$ cat src/rtl/vwma_pkg.sv
`timescale 1ns / 1ps
`default_nettype none

package vwma_pkg;

	// Field widths of one bar and one result
	localparam int PRICE_W  = 24;
	localparam int VOLUME_W = 24;
	localparam int PROD_W   = PRICE_W + VOLUME_W;

	// Configuration port
	localparam int CFG_W    = 9;
	localparam int ADDR_W   = 3;
	localparam int DATA_W   = 32;
	localparam logic [CFG_W-1:0] WINDOW_RESET = 9'd20;
	// register index, taken from paddr[2]
	localparam logic REG_WINDOW_LENGTH = 1'b0;

	// Divider step counter
	localparam int DIV_CNT_W = $clog2(PRICE_W);

	typedef struct packed {
		logic [PRICE_W-1:0]  price;
		logic [VOLUME_W-1:0] volume;
	} bar_t;

	typedef struct packed {
		logic [PRICE_W-1:0] average;
		logic               zero_volume;
	} avg_t;

	// Queue fill status seen by the front end
	typedef struct packed {
		logic full;
		logic almost_full;
	} fifo_stat_t;

	typedef enum logic [1:0] {
		DIV_IDLE,
		DIV_RUN,
		DIV_OUT
	} div_state_t;

endpackage

`default_nettype wire

$ cat src/rtl/vwma_divider.sv
`timescale 1ns / 1ps
`default_nettype none

module vwma_divider #(
	parameter int MAX_WINDOW = 256
) (
	input  wire logic                                           clk,
	input  wire logic                                           arst_n,
	input  wire logic                                           q_valid,
	input  wire logic [vwma_pkg::PROD_W+$clog2(MAX_WINDOW)-1:0]   psum,
	input  wire logic [vwma_pkg::VOLUME_W+$clog2(MAX_WINDOW)-1:0] vsum,
	output logic                                                q_pop,
	output logic                                                avg_valid,
	input  wire logic                                           avg_ready,
	output vwma_pkg::avg_t                                      avg
);

	import vwma_pkg::*;

	localparam int PS_W = PROD_W + $clog2(MAX_WINDOW);
	localparam int VS_W = VOLUME_W + $clog2(MAX_WINDOW);

	div_state_t           state_q;
	div_state_t           state_d;
	logic [DIV_CNT_W-1:0] cnt_q;
	logic [VS_W-1:0]      rem_q;
	logic [VS_W-1:0]      den_q;
	logic [PRICE_W-1:0]   num_q;
	logic [PRICE_W-1:0]   quo_q;
	logic                 zero_q;

	logic [VS_W:0]        trial;
	logic                 take;
	logic                 vsum_zero;

	assign vsum_zero = (vsum == '0);

	// restoring step: one quotient bit a cycle
	assign trial = {rem_q, num_q[PRICE_W-1]};
	assign take  = (trial >= {1'b0, den_q});

	// next state
	always_comb begin
		state_d = state_q;
		case (state_q)
			DIV_IDLE: begin
				if (q_valid) begin
					state_d = vsum_zero ? DIV_OUT : DIV_RUN;
				end
			end
			DIV_RUN: begin
				if (cnt_q == '0) begin
					state_d = DIV_OUT;
				end
			end
			DIV_OUT: begin
				if (avg_ready) begin
					state_d = DIV_IDLE;
				end
			end
			default: state_d = DIV_IDLE;
		endcase
	end

	// outputs
	always_comb begin
		q_pop     = 1'b0;
		avg_valid = 1'b0;
		case (state_q)
			DIV_IDLE: q_pop     = q_valid;
			DIV_OUT:  avg_valid = 1'b1;
			default: begin
				q_pop     = 1'b0;
				avg_valid = 1'b0;
			end
		endcase
	end

	always_ff @(posedge clk or negedge arst_n) begin
		if (!arst_n) begin
			state_q <= DIV_IDLE;
		end else begin
			state_q <= state_d;
		end
	end

	// datapath; the quotient never exceeds the largest price, so the
	// sum's bits above the price width start as the partial remainder
	always_ff @(posedge clk) begin
		case (state_q)
			DIV_IDLE: begin
				if (q_valid) begin
					rem_q  <= VS_W'(psum >> PRICE_W);
					num_q  <= psum[PRICE_W-1:0];
					den_q  <= vsum;
					quo_q  <= '0;
					zero_q <= vsum_zero;
					cnt_q  <= DIV_CNT_W'(PRICE_W - 1);
				end
			end
			DIV_RUN: begin
				rem_q <= take ? VS_W'(trial - {1'b0, den_q}) : VS_W'(trial);
				num_q <= {num_q[PRICE_W-2:0], 1'b0};
				quo_q <= {quo_q[PRICE_W-2:0], take};
				cnt_q <= cnt_q - 1'b1;
			end
			default: begin
				rem_q <= rem_q;
			end
		endcase
	end

	assign avg.average     = quo_q;
	assign avg.zero_volume = zero_q;

endmodule

`default_nettype wire

$ cat config.mk
export PLATFORM = sky130hd
export DESIGN_NAME = vwma_divider
export DESIGN_NICKNAME = d
export VERILOG_FILES = /design/src/rtl/vwma_pkg.sv /design/src/rtl/vwma_divider.sv
export SDC_FILE = /design/constraint.sdc
export NUM_CORES = 1
export LEC_CHECK = 0
export ABC_AREA = 1
export BUFFER_PORTS_ARGS = -buffer_cell sky130_fd_sc_hd__buf_2
export CAP_MARGIN = 20
export CORE_MARGIN = 3
export CORE_UTILIZATION = 25
export CTS_BUF_LIST = sky130_fd_sc_hd__clkbuf_8
export DETAILED_ROUTE_END_ITERATION = 7
export HOLD_SLACK_MARGIN = 0.02
export SLEW_MARGIN = 30
export SYNTH_ARGS = -nofsm -noshare
export SYNTH_HDL_FRONTEND = slang
export SYNTH_SLANG_ARGS = --single-unit
$ cat constraint.sdc
create_clock -name clk -period 8.9 [get_ports clk]
set_clock_uncertainty 0.1 [all_clocks]
set_input_delay 1.335 -clock clk [delete_from_list [all_inputs] [get_ports clk]]
set_output_delay 1.335 -clock clk [all_outputs]
set_load 0.05 [all_outputs]
==> impl_results.md <==
* Status: completed
* Drt total wl at 21.30 mm
* Flop2flop setup slack at 5540 ps
* Hold depth at 2
* DRT iter0 DRCs at 414
* P&R area growth vs syn at 17.46%
* CTS tree: yes
* Core area at 0.03083 mm^2
* Hold Path Class: flop to flop
* Pin count of the biggest net entering global routing at 80
* Hold buffers post-CTS at 0
* Clock share of power at 13.7%
* Reg-to-Reg Start: rem_q[22]
* FP Rows at 64
* HP Start: num_q[8]
* Net Sw Frac at 48.93%
* Htree depth at 4
* Initial antenna violation count at 4
* Reg clk slew, reported paths at 80 ps
* Layout cells sized above 1 at 14.92%
* Wire length on met1 at 10.23 mm
* CP arrival at 2480 ps
* Placed cell area at 0.008859 mm^2
* Avg Cell Area, Syn at 7.537 um^2
* Worst Path Max Fanout at 34
* Synth area leader: edfxtp_1
* Pwr dens at 400.6 mW/mm^2
* Internal power at 1.891 mW
* Worst-case reg-to-reg path depth at 13
* Worst EP required at 7470 ps
* Final setup TNS at 0 ps
* CTS Sinks at 120
* Synthesis-stage register bit count at 120
* Wire length on met2 at 9.455 mm
* Crit Path Class: primary input to output pin
* Global-route wire length before repair at 33.98 mm
* Final period util at 44.04%
* Post-route ant nets at 0
* Met3 WL at 1.377 mm
* Sequential share of the synthesized area at 45.67%
* Crit end category: output pin
* Clock Tree Root: clkbuf_8
* Cell count after synthesis at 1044
* Worst skew pair latency at 460 ps
* Vias at 6668
* Final-report hold violation count at 0
* GPL Wtd Cong at 0.8703
* Seq pwr share at 29.3%
* Vias per cell at 4.247
* Die Ht at 183.4 um
* Port bufs at 118
* Pleak at 4.720 nW
* Endpoint, Worst Hold: num_q[9]
* Sw Pwr at 1.812 mW
* Total Routing Usage GR at 12.75%
* Worst VDD drop at 305.8 uV
* Post-DP HPWL at 15.92 mm
* Initial Util at 25.52%
* Post-CTS Setup Inserts at 0
* Mapped Area at 0.007869 mm^2
* # nets final at 1287
* RSZ-0062 raised after global routing: false
* Die ar. at 0.03364 mm^2
* Highest routed layer: met5
* Distinct cells, synth at 34
* # setup viols final at 0
* Final Util at 29.98%
* Gate power share at 57.0%
* DRC at 0
* Syn Nets at 1170
* Yosys warns at 0
* Overflow after GRT at 0
* Final min period at 3920 ps
* Max-slew violations at 0
* Slew HR at 40.70%
* Share of the synthesized area in the top cell type at 45.03%
* Pin slew with the least headroom to its limit at 889.4 ps
* Drt wl/cell at 13.57 um
* CTS Buffer Depth at 2
* Crit start category: primary input
* Max Cap Violations at 0
* Max Fclk at 255.1 MHz
* Hold slack at 417.4 ps
* Design area at 0.009243 mm^2
* Vias in the first global route at 6718
* # IOs at 119
* Worst R2R End: rem_q[27]
* # resized after CTS at 0
* Drt first pass iters at 5
* CTS Buf Count at 17
* Ranking of synthesized cells by area: edfxtp_1 (45%), nand2_1 (20%), inv_1 (9.0%)
* Die span in x at 183.4 um
-- layout by cell type (no fill, tap or decap), drive strengths merged, types with 3 or more instances in the layout --
cell type | synthesis | routed
o21ai | 3 | 3
nand3 | 73 | 73
nand2 | 427 | 427
clkinv | 0 | 5
ha | 33 | 33
nand4 | 10 | 10
xnor2 | 16 | 16
nand3b | 25 | 25
inv | 189 | 194
buf | 14 | 122
clkbuf | 10 | 17
nor3 | 3 | 3
nor2 | 88 | 88
edfxtp | 118 | 118
a21oi | 17 | 17
nor4 | 6 | 6
-- how the worst max path moves through the flow --
stage / end / depth (start not counted) / slack, ps / start
after global routing: q_pop / 5 / 4870 / q_valid
after detailed placement: q_pop / 5 / 4960 / q_valid
final: q_pop / 5 / 4980 / q_valid
after floorplan: q_pop / 2 / 4060 / q_valid
after CTS: q_pop / 5 / 4950 / q_valid
after global placement: q_pop / 5 / 4970 / q_valid
-- through the flow --
stage | instances | total power [mW] | worst slack (ps)
after detailed placement | 1538 | 3.222 | 4956
final | 1570 | 3.702 | 4980
after CTS | 1569 | 3.746 | 4948
after global routing | 1569 | 4.071 | 4872
after floorplan | 1044 | 2.747 | 4055
after global placement | 1538 | 3.197 | 4974
-- registers in the layout (all words and copies together), names as in the netlist --
name     cells
den_q       32
rem_q       32
num_q       24
quo_q       24
cnt_q        5
state_q      2
zero_q       1
-- power by group through the flow --
stage	Clock [mW]	Sequential [mW]	Combinational [mW]
after floorplan	0	1.26	1.49
after global placement	0	1.09	2.11
after detailed placement	0	1.10	2.13
after CTS	0.522	1.09	2.14
after global routing	0.544	1.12	2.41
final	0.507	1.09	2.11
-- cell usage after synthesis --
cell and count:
a21boi_0 1, a21oi_1 17, and2_1 2, buf_1 1, buf_12 1, buf_2 7, buf_4 1, buf_6 4
clkbuf_1 10, dfrtp_1 2, edfxtp_1 118, fa_1 1, ha_1 33, inv_1 188, inv_2 1, nand2_1 421
nand2_2 4, nand2_4 2, nand3_1 66, nand3_2 7, nand3b_1 25, nand4_1 10, nor2_1 82, nor2_2 5
nor2_4 1, nor3_1 3, nor4_1 6, o21a_1 2, o21ai_0 2, o21ai_1 1, o21bai_1 1, o31ai_1 1
or2_2 2, xnor2_1 16
-- critical path: stages --
cell and delay, ps:
buf_2 100, nand2_1 140, nor2_4 110, buf_4 420, buf_2 360
-- per-layer routing --
metal / up-vias / global-route usage (%)
met3: 24 / 3.957
met1: 2999 / 17.01
met2: 149 / 20.60
met4: 8 / 2.468
li1: 3488 / -
met5: - / 0
-- cells by family after synthesis --
group,count (synthesis),synth area share [%]
AND/OR/NAND/NOR,636,34.39
buffers and inverters,213,10.91
flip-flops,120,45.67
adder cells (fa/ha/maj),34,5.502
AO/OA/AOI/OAI,25,1.749
XOR/XNOR,16,1.781
-- final cells by class --
cell class	instances	area, um^2
multi-input combinational	711	3440
antenna	1	2.502
clock inverter	14	147.6
fill	3387	21590
tap	396	495.5
sequential	120	3593
timing repair buffer	122	620.6
clock buffer	17	234.0
inverter	189	709.4
No activity file was read; power rests on OpenSTA's default activity.
