## src/rtl/vwma_pkg.sv

```systemverilog
`timescale 1ns / 1ps
`default_nettype none

package vwma_pkg;

	// Field widths of one bar and one result
	localparam int PRICE_W  = 24;
	localparam int VOLUME_W = 24;
	localparam int PROD_W   = PRICE_W + VOLUME_W;

	// Configuration port
	localparam int CFG_W    = 9;
	localparam int ADDR_W   = 3;
	localparam int DATA_W   = 32;
	localparam logic [CFG_W-1:0] WINDOW_RESET = 9'd20;
	// register index, taken from paddr[2]
	localparam logic REG_WINDOW_LENGTH = 1'b0;

	// Divider step counter
	localparam int DIV_CNT_W = $clog2(PRICE_W);

	typedef struct packed {
		logic [PRICE_W-1:0]  price;
		logic [VOLUME_W-1:0] volume;
	} bar_t;

	typedef struct packed {
		logic [PRICE_W-1:0] average;
		logic               zero_volume;
	} avg_t;

	// Queue fill status seen by the front end
	typedef struct packed {
		logic full;
		logic almost_full;
	} fifo_stat_t;

	typedef enum logic [1:0] {
		DIV_IDLE,
		DIV_RUN,
		DIV_OUT
	} div_state_t;

endpackage

`default_nettype wire

```

## src/rtl/vwma_fifo.sv

```systemverilog
`timescale 1ns / 1ps
`default_nettype none

module vwma_fifo #(
	parameter int WIDTH = 88,
	parameter int DEPTH = 4
) (
	input  wire logic             clk,
	input  wire logic             arst_n,
	input  wire logic             push,
	input  wire logic [WIDTH-1:0] wdata,
	input  wire logic             pop,
	output logic                  rvalid,
	output logic      [WIDTH-1:0] rdata,
	output vwma_pkg::fifo_stat_t  stat
);

	import vwma_pkg::*;

	localparam int PW = $clog2(DEPTH);
	localparam int CW = $clog2(DEPTH+1);

	logic [WIDTH-1:0] slot_q [DEPTH];
	logic [PW-1:0]    head_q;
	logic [PW-1:0]    tail_q;
	logic [CW-1:0]    count_q;
	logic             do_pop;

	assign do_pop = pop && (count_q != '0);

	// pointers and count
	always_ff @(posedge clk or negedge arst_n) begin
		if (!arst_n) begin
			head_q  <= '0;
			tail_q  <= '0;
			count_q <= '0;
		end else begin
			if (push) begin
				tail_q <= (tail_q == PW'(DEPTH - 1)) ? '0 : tail_q + 1'b1;
			end
			if (do_pop) begin
				head_q <= (head_q == PW'(DEPTH - 1)) ? '0 : head_q + 1'b1;
			end
			if (push && !do_pop) begin
				count_q <= count_q + 1'b1;
			end else if (do_pop && !push) begin
				count_q <= count_q - 1'b1;
			end
		end
	end

	always_ff @(posedge clk) begin
		if (push) begin
			slot_q[tail_q] <= wdata;
		end
	end

	assign rvalid           = (count_q != '0);
	assign rdata            = slot_q[head_q];
	assign stat.full        = (count_q == CW'(DEPTH));
	assign stat.almost_full = (count_q >= CW'(DEPTH - 1));

endmodule

`default_nettype wire

```

## config.mk

```make
export PLATFORM = sky130hd
export DESIGN_NAME = vwma_fifo
export DESIGN_NICKNAME = d
export VERILOG_FILES = /design/src/rtl/vwma_pkg.sv /design/src/rtl/vwma_fifo.sv
export SDC_FILE = /design/constraint.sdc
export NUM_CORES = 1
export LEC_CHECK = 0
export ABC_AREA = 1
export BUFFER_PORTS_ARGS = -buffer_cell sky130_fd_sc_hd__buf_4
export CELL_PAD_IN_SITES_DETAIL_PLACEMENT = 0
export CELL_PAD_IN_SITES_GLOBAL_PLACEMENT = 2
export CORE_MARGIN = 2
export CORE_UTILIZATION = 36
export CTS_CLUSTER_DIAMETER = 80
export CTS_CLUSTER_SIZE = 30
export DETAILED_ROUTE_END_ITERATION = 16
export HOLD_SLACK_MARGIN = 0.08
export PLACE_DENSITY = 0.76
export SYNTH_ARGS = -nofsm -noshare
export SYNTH_HDL_FRONTEND = slang
export SYNTH_SLANG_ARGS = --single-unit
```

## constraint.sdc

```tcl
create_clock -name clk -period 3 [get_ports clk]
set_input_delay 0.6 -clock clk [delete_from_list [all_inputs] [get_ports clk]]
set_output_delay 0.6 -clock clk [all_outputs]
set_load 0.03 [all_outputs]
```

==> summary.txt, run 1 <==
Global route
  – Number of global-route vias before repair: 8027
  – Grt ovf: 0
  – Initial antenna violation count: 1
  – First-pass GRT wire length: 44700 µm
  – Total GRT Usage: 0.1396
  – Largest net degree at the start of global routing: 91

Logic synthesis
  – Synth cell types: 18
  – Async S/R FF share, synth: 0.01950
  – #FFs+latches synth: 359
  – Post-synthesis cell area: 14270 µm²
  – Synth Instances: 1082
  – Synth Area per Inst: 13.19 µm²
  – Yosys warnings: 0
  – Post-synth EDFFs: 352
  – Net Count, Synth: 1181
  – Sequential-to-total area share from yosys stat: 0.7529
  – Main flop type after synthesis: edfxtp_1

Clock tree
  – CTS tree: built
  – CTS Root Buffer Type: clkbuf_16
  – Clk buf depth: 3
  – H-tree levels: 1
  – TritonCTS buffer count: 20
  – Clk slew on worst S/H paths: 0.11 ns
  – Worst-skew pair later-pin latency: 0.52 ns
  – Clk sink count: 359

Detailed routing
  – # DRC: 0
  – First-pass detailed-route iteration total: 4
  – Detailed-route via count: 8141
  – Vias/cell: 4.576
  – Detailed Route Iter0 Violations: 382
  – ANT nets after route: 0
  – Drt total wl: 28920 µm
  – DR WL/cell: 16.26 µm

Cells and area
  – Number of diodes: 0
  – Area delta synth->final: 19.65%
  – Share of layout cells above drive strength 1: 0.1911
  – # nets final: 1349

Critical path
  – Slowest cell on the critical path: dfrtp_4
  – Arr. time, crit path: 2.12 ns
  – Largest fanout on the critical path: 44
  – Kind of critical path: reg -> out
  – FF-to-FF path depth: 5
  – Crit path capture type: primary output
  – End of the worst register-to-register path: slot_q[0][26]$_DFFE_PP_
  – Critical Path, Cell by Cell: inv_4, buf_12, o211ai_1, nand2_1, buf_4
  – Reg2reg start: tail_q[0]$_DFFE_PN0P_
  – Buf+Inv Stages, Crit Path: 3
  – CP max stage delay: 0.52 ns
  – Type of origin of the critical path: flip-flop
  – Critical path required time: 2.40 ns
  – FF-to-FF setup slack: 1.16 ns
  – Largest delay share family, worst path: buffers and inverters

Pwr
  – VDD IR max: 0.5895 mV
  – Total power per unit cell area: 990.8 nW/µm²
  – Cell leakage power: 0.006650 µW

Floorplan
  – Die area: 41250 µm²
  – Rows: 72
  – Ports: 183
  – Core ar.: 38920 µm²
  – Die X: 203.1 µm
  – Die Span Y: 203.1 µm
  – Initial core utilization: 0.3667

Min path
  – Hold EP: slot_q[2][56]$_DFFE_PP_
  – HP Start: wdata[56]
  – Hold Crit Depth: 1
  – Hold WC Path Type: in -> reg

Placement
  – RD Place Congestion: 0.7091
  – DPL Wire Length: 17290 µm
  – Dpl ws: 0.8056 ns
  – IO buf count: 182

Timing
  – Hold Vio Cnt, Final: 0
  – Slew Viols, Final: 0
  – Slew @ Worst Pin: 0.5196 ns
  – Max Freq: 367.7 MHz
  – Minimum clock period: 2.720 ns
  – RSZ-0062 raised after global routing: no
  – Final setup violation count: 0
  – Final period util: 0.9065
  – Slew HR: 0.6536
  – Fin Setup TNS: 0 ns
  – Worst Clk Skew: 0.02784 ns
  – PnR worst setup slack: 0.2804 ns

Run
  – Max Cap Viol: 0

Run status
  – Status: finished clean
state kept, by name, indices dropped and copies added, names as in the netlist:
| name | flops |
|---|---|
| slot_q | 352 |
| tail_q | 2 |
| head_q | 2 |
| count_q | 3 |
final cells by class:
type                       count  area [µm²]
multi-input combinational    476        2535
fill                        3557       21840
timing repair buffer         204        1709
sequential                   359       10750
inverter                     189       721.9
tap                          518       648.1
clock inverter                10       176.4
clock buffer                  23       533.0
worst register-to-register path: cells and delay by family, from the launching register on:
family        cells  cell delay [ns]
buf+inv           3             0.83
simple gates      1             0.08
flops             1             0.42
fa+ha+maj         1             0.15
worst max path at each step:
stage	endpoint	slack [ns]	cells after the start	start
after floorplan	slot_q[2][0]$_DFFE_PP_	0.20	4	tail_q[0]$_DFFE_PN0P_
after global placement	rdata[54]	0.83	5	head_q[0]$_DFFE_PN0P_
after detailed placement	rdata[36]	0.81	5	head_q[1]$_DFFE_PN0P_
after CTS	rdata[36]	0.22	5	head_q[1]$_DFFE_PN0P_
after global routing	rdata[48]	0.12	5	head_q[1]$_DFFE_PN0P_
final	rdata[36]	0.28	5	head_q[1]$_DFFE_PN0P_
per-stage QoR:
stage               total power, µW  hold WS (ns)  instances  utilization  area, µm²
floorplan                     11390        0.3044       1082            -      14270
global placement              14050        0.4241       1745       0.4203      16360
detailed placement            14110        0.4226       1745       0.4203      16360
CTS                           17250        0.2319       1779       0.4388      17080
global route                  17960        0.2215       1779       0.4388      17080
finish                        16920        0.2562       1779       0.4388      17080
Yosys cell counts, types with 2 or more instances:
master / count / area share
edfxtp_1: 352 / 0.74
nand2_1: 280 / 0.074
inv_1: 188 / 0.049
o211ai_1: 176 / 0.093
clkbuf_1: 24 / 0.0063
buf_2: 22 / 0.0077
buf_4: 10 / 0.0053
dfrtp_1: 7 / 0.012
ha_1: 6 / 0.0053
nand3_1: 4 / 0.0014
o21ai_0: 4 / 0.0014
buf_1: 2 / 0.00053
nor2_1: 2 / 0.00053
cell usage in the layout (no fill, tap or decap):
master / count
inv_1: 184
nand4_1: 1
nand3_1: 4
inv_12: 2
nor2_1: 2
nor3_1: 1
buf_4: 189
edfxtp_1: 352
clkbuf_1: 2
inv_16: 1
dlygate4sd3_1: 1
buf_12: 14
clkbuf_16: 21
clkinv_16: 2
ha_1: 6
clkinv_8: 2
dfrtp_1: 5
xnor2_1: 1
inv_8: 2
o21ai_0: 4
dfrtp_4: 2
clkinv_4: 1
nand2_1: 280
o211ai_1: 176
inv_4: 5
fa_1: 1
report_power, final:
group | total (µW) | switching, µW | internal [µW]
clock network | 3120 | 1710 | 1400
registers | 6670 | 256 | 6420
logic | 7130 | 4780 | 2350
cells by family (layout without fill, tap and decap cells):
| group | after synthesis | count (layout) | share of synthesized area |
|---|---|---|---|
| adder cells (fa/ha/maj) | 7 | 7 | 0.006662 |
| AND/OR/NAND/NOR | 288 | 288 | 0.07636 |
| flip-flops | 359 | 359 | 0.7529 |
| XOR/XNOR | 1 | 1 | 0.0006138 |
| buffers and inverters | 247 | 426 | 0.06952 |
| AO/OA/AOI/OAI | 180 | 180 | 0.09398 |
metal layers:
metal / up-vias / share of wire / routed length (µm) / global-route usage
met5: - / 0.00055 / 16 / 0
met4: 2 / 0.015 / 428 / 0.02268
met3: 28 / 0.049 / 1422 / 0.02857
met2: 143 / 0.49 / 14300 / 0.2507
met1: 3888 / 0.44 / 12760 / 0.1767
li1: 4080 / - / - / -
timing repair:
item / in CTS / in global routing
hold endpoints to repair: 7 / 0
hold buffers: 1 / 0
setup buffers: 0 / 0
resized for setup: 0 / 0
setup endpoints to repair: 0 / 0
Power figures use the tool's default switching activity.
==> run 2: changes to the inputs <==
--- a/config.mk
+++ b/config.mk
@@ -16,6 +16,7 @@
 export DETAILED_ROUTE_END_ITERATION = 16
 export HOLD_SLACK_MARGIN = 0.08
 export PLACE_DENSITY = 0.76
+export RECOVER_POWER = 50
 export SYNTH_ARGS = -nofsm -noshare
 export SYNTH_HDL_FRONTEND = slang
 export SYNTH_SLANG_ARGS = --single-unit
==> run 2 against run 1 <==
The run now ends with capacitance limit, slew limit left; hold slack improved by 0.066 ns; sequential share of layout area increased by 1.4 points; design area decreased by 2.1%; final cell count unchanged.
==> summary.txt, run 2 (synthesized netlist as in run 1, its figures left out) <==
Run status
  – Status: finished with violations
  – Failing checks: capacitance limit, slew limit

Timing
  – Minimum clock period: 2.715 ns
  – Final period util: 0.9050
  – Slew HR: -0.1050
  – Max Freq: 368.3 MHz
  – RSZ-0062 raised after global routing: no
  – Slew @ Worst Pin: 1.657 ns
  – Worst Clk Skew: 0.02783 ns
  – Slew Viols, Final: 53
  – Hold Vio Cnt, Final: 0
  – Final setup violation count: 0
  – Fin Setup TNS: 0 ns

Global route
  – First-pass GRT wire length: 44700 µm
  – Initial antenna violation count: 1
  – Met3 usage: 0.02857
  – GRT busiest layer: met2
  – Number of global-route vias before repair: 8027
  – Largest net degree at the start of global routing: 91
  – Total GRT Usage: 0.1396
  – Grt ovf: 0
  – Grt met2 use: 0.2507
  – Met1 Resource Use GR: 0.1767

Detailed routing
  – DR WL/cell: 16.23 µm
  – Detailed Route Iter0 Violations: 354
  – Drt total wl: 28880 µm
  – Detailed-route via count: 8138
  – ANT nets after route: 0
  – First-pass detailed-route iteration total: 4
  – # DRC: 0
  – Vias/cell: 4.574

Clock tree
  – CTS Root Buffer Type: clkbuf_16
  – Clk buf depth: 3
  – Setup bufs post-CTS: 0
  – Clk sink count: 359
  – Post-CTS Resized: 0
  – TritonCTS buffer count: 20
  – Worst-skew pair later-pin latency: 0.52 ns
  – CTS tree: built
  – H-tree levels: 1
  – Clk slew on worst S/H paths: 0.11 ns
  – # hold bufs at CTS: 1

Pwr
  – Switch share: 0.4000
  – Flop pwr share: 0.396
  – Cell leakage power: 0.006313 µW
  – Pint: 10110 µW
  – Combinational Power Share: 0.419
  – VDD IR max: 0.5863 mV
  – Total power per unit cell area: 1009 nW/µm²
  – Sw Pwr: 6743 µW
  – Clock power share: 0.185

Floorplan
  – Ports: 183
  – Die area: 41250 µm²
  – Core ar.: 38920 µm²
  – Initial core utilization: 0.3667
  – Die Span Y: 203.1 µm
  – Die X: 203.1 µm
  – Rows: 72

Min path
  – HP Start: wdata[83]
  – Hold Crit Depth: 1
  – Hold EP: slot_q[3][83]$_DFFE_PP_
  – Hold WC Path Type: in -> reg

Cells and area
  – Share of layout cells above drive strength 1: 0.1205
  – Most flop-heavy register: slot_q
  – Biggest regs: slot_q (352), count_q (3)
  – Number of diodes: 0
  – Max reg flops: 352
  – Highest-count cells in the layout ignoring fill and taps: edfxtp_1 (352), nand2_1 (280), inv_1 (184), o211ai_1 (176), buf_4 (100)
  – Most common cell after layout, fill and taps aside: edfxtp_1
  – Final instance area: 16710 µm²
  – # nets final: 1349
  – Area delta synth->final: 17.09%

Critical path
  – Critical Path, Cell by Cell: inv_4, buf_12, o211ai_1, nand2_1, buf_4
  – End of the worst register-to-register path: slot_q[3][65]$_DFFE_PP_
  – Crit path capture type: primary output
  – Arr. time, crit path: 2.12 ns
  – FF-to-FF setup slack: 0.64 ns
  – Reg2reg start: tail_q[0]$_DFFE_PN0P_
  – Kind of critical path: reg -> out
  – FF-to-FF path depth: 4
  – CP max stage delay: 0.52 ns
  – Type of origin of the critical path: flip-flop
  – Critical path required time: 2.40 ns
  – Slowest cell on the critical path: dfrtp_4
  – Largest fanout on the critical path: 44

Placement
  – Placed Area: 16360 µm²
  – IO buf count: 182
  – DPL Wire Length: 17290 µm
  – RD Place Congestion: 0.7091

Run
  – Max Cap Viol: 1
-- run 2: cell type report --
| class | instances | area (µm²) |
|---|---|---|
| clock inverter | 10 | 176.4 |
| multi-input combinational | 476 | 2535 |
| tap | 518 | 648.1 |
| inverter | 189 | 720.7 |
| clock buffer | 23 | 533.0 |
| sequential | 359 | 10750 |
| timing repair buffer | 204 | 1345 |
| fill | 3618 | 22210 |
-- run 2: stage by stage --
| step | worst slack (ns) | hold WS, ns | util | total power (µW) | instances |
|---|---|---|---|---|---|
| floorplan | 0.1962 | 0.3044 | - | 11390 | 1082 |
| global placement | 0.8332 | 0.4241 | 0.4203 | 14050 | 1745 |
| detailed placement | 0.8056 | 0.4226 | 0.4203 | 14110 | 1745 |
| CTS | 0.2193 | 0.2319 | 0.4388 | 17250 | 1779 |
| global route | 0.1194 | 0.3036 | 0.4294 | 17900 | 1779 |
| finish | 0.2850 | 0.3221 | 0.4294 | 16860 | 1779 |
-- run 2: power by group through the flow --
stage	clock, µW	sequential [µW]	combinational [µW]
2_1_floorplan	0	6740	4650
3_3_place_gp	0	6780	7270
3_5_place_dp	0	6800	7310
4_1_cts	3240	6680	7330
5_1_grt	3410	6760	7720
6_report	3120	6680	7060
-- run 2: how the worst max path moves through the flow --
stage / from / to / slack, ns / cells past startpoint
2_1_floorplan: tail_q[0]$_DFFE_PN0P_ / slot_q[2][0]$_DFFE_PP_ / 0.20 / 4
3_3_place_gp: head_q[0]$_DFFE_PN0P_ / rdata[54] / 0.83 / 5
3_5_place_dp: head_q[1]$_DFFE_PN0P_ / rdata[36] / 0.81 / 5
4_1_cts: head_q[1]$_DFFE_PN0P_ / rdata[36] / 0.22 / 5
5_1_grt: head_q[1]$_DFFE_PN0P_ / rdata[48] / 0.12 / 5
6_report: head_q[1]$_DFFE_PN0P_ / rdata[36] / 0.28 / 5
-- run 2: worst max-delay path, delay by kind of cell, from the launching register on --
family / cells / cell delay (ns)
AO/OA/AOI/OAI: 1 / 0.13
buffers and inverters: 3 / 0.76
AND/OR/NAND/NOR: 1 / 0.12
flip-flops: 1 / 0.52
-- run 2: routing by layer --
layer | part of all wire | up-vias
met5 | 0.00055 | -
met4 | 0.015 | 2
met3 | 0.052 | 28
met2 | 0.50 | 144
met1 | 0.44 | 3889
li1 | - | 4075
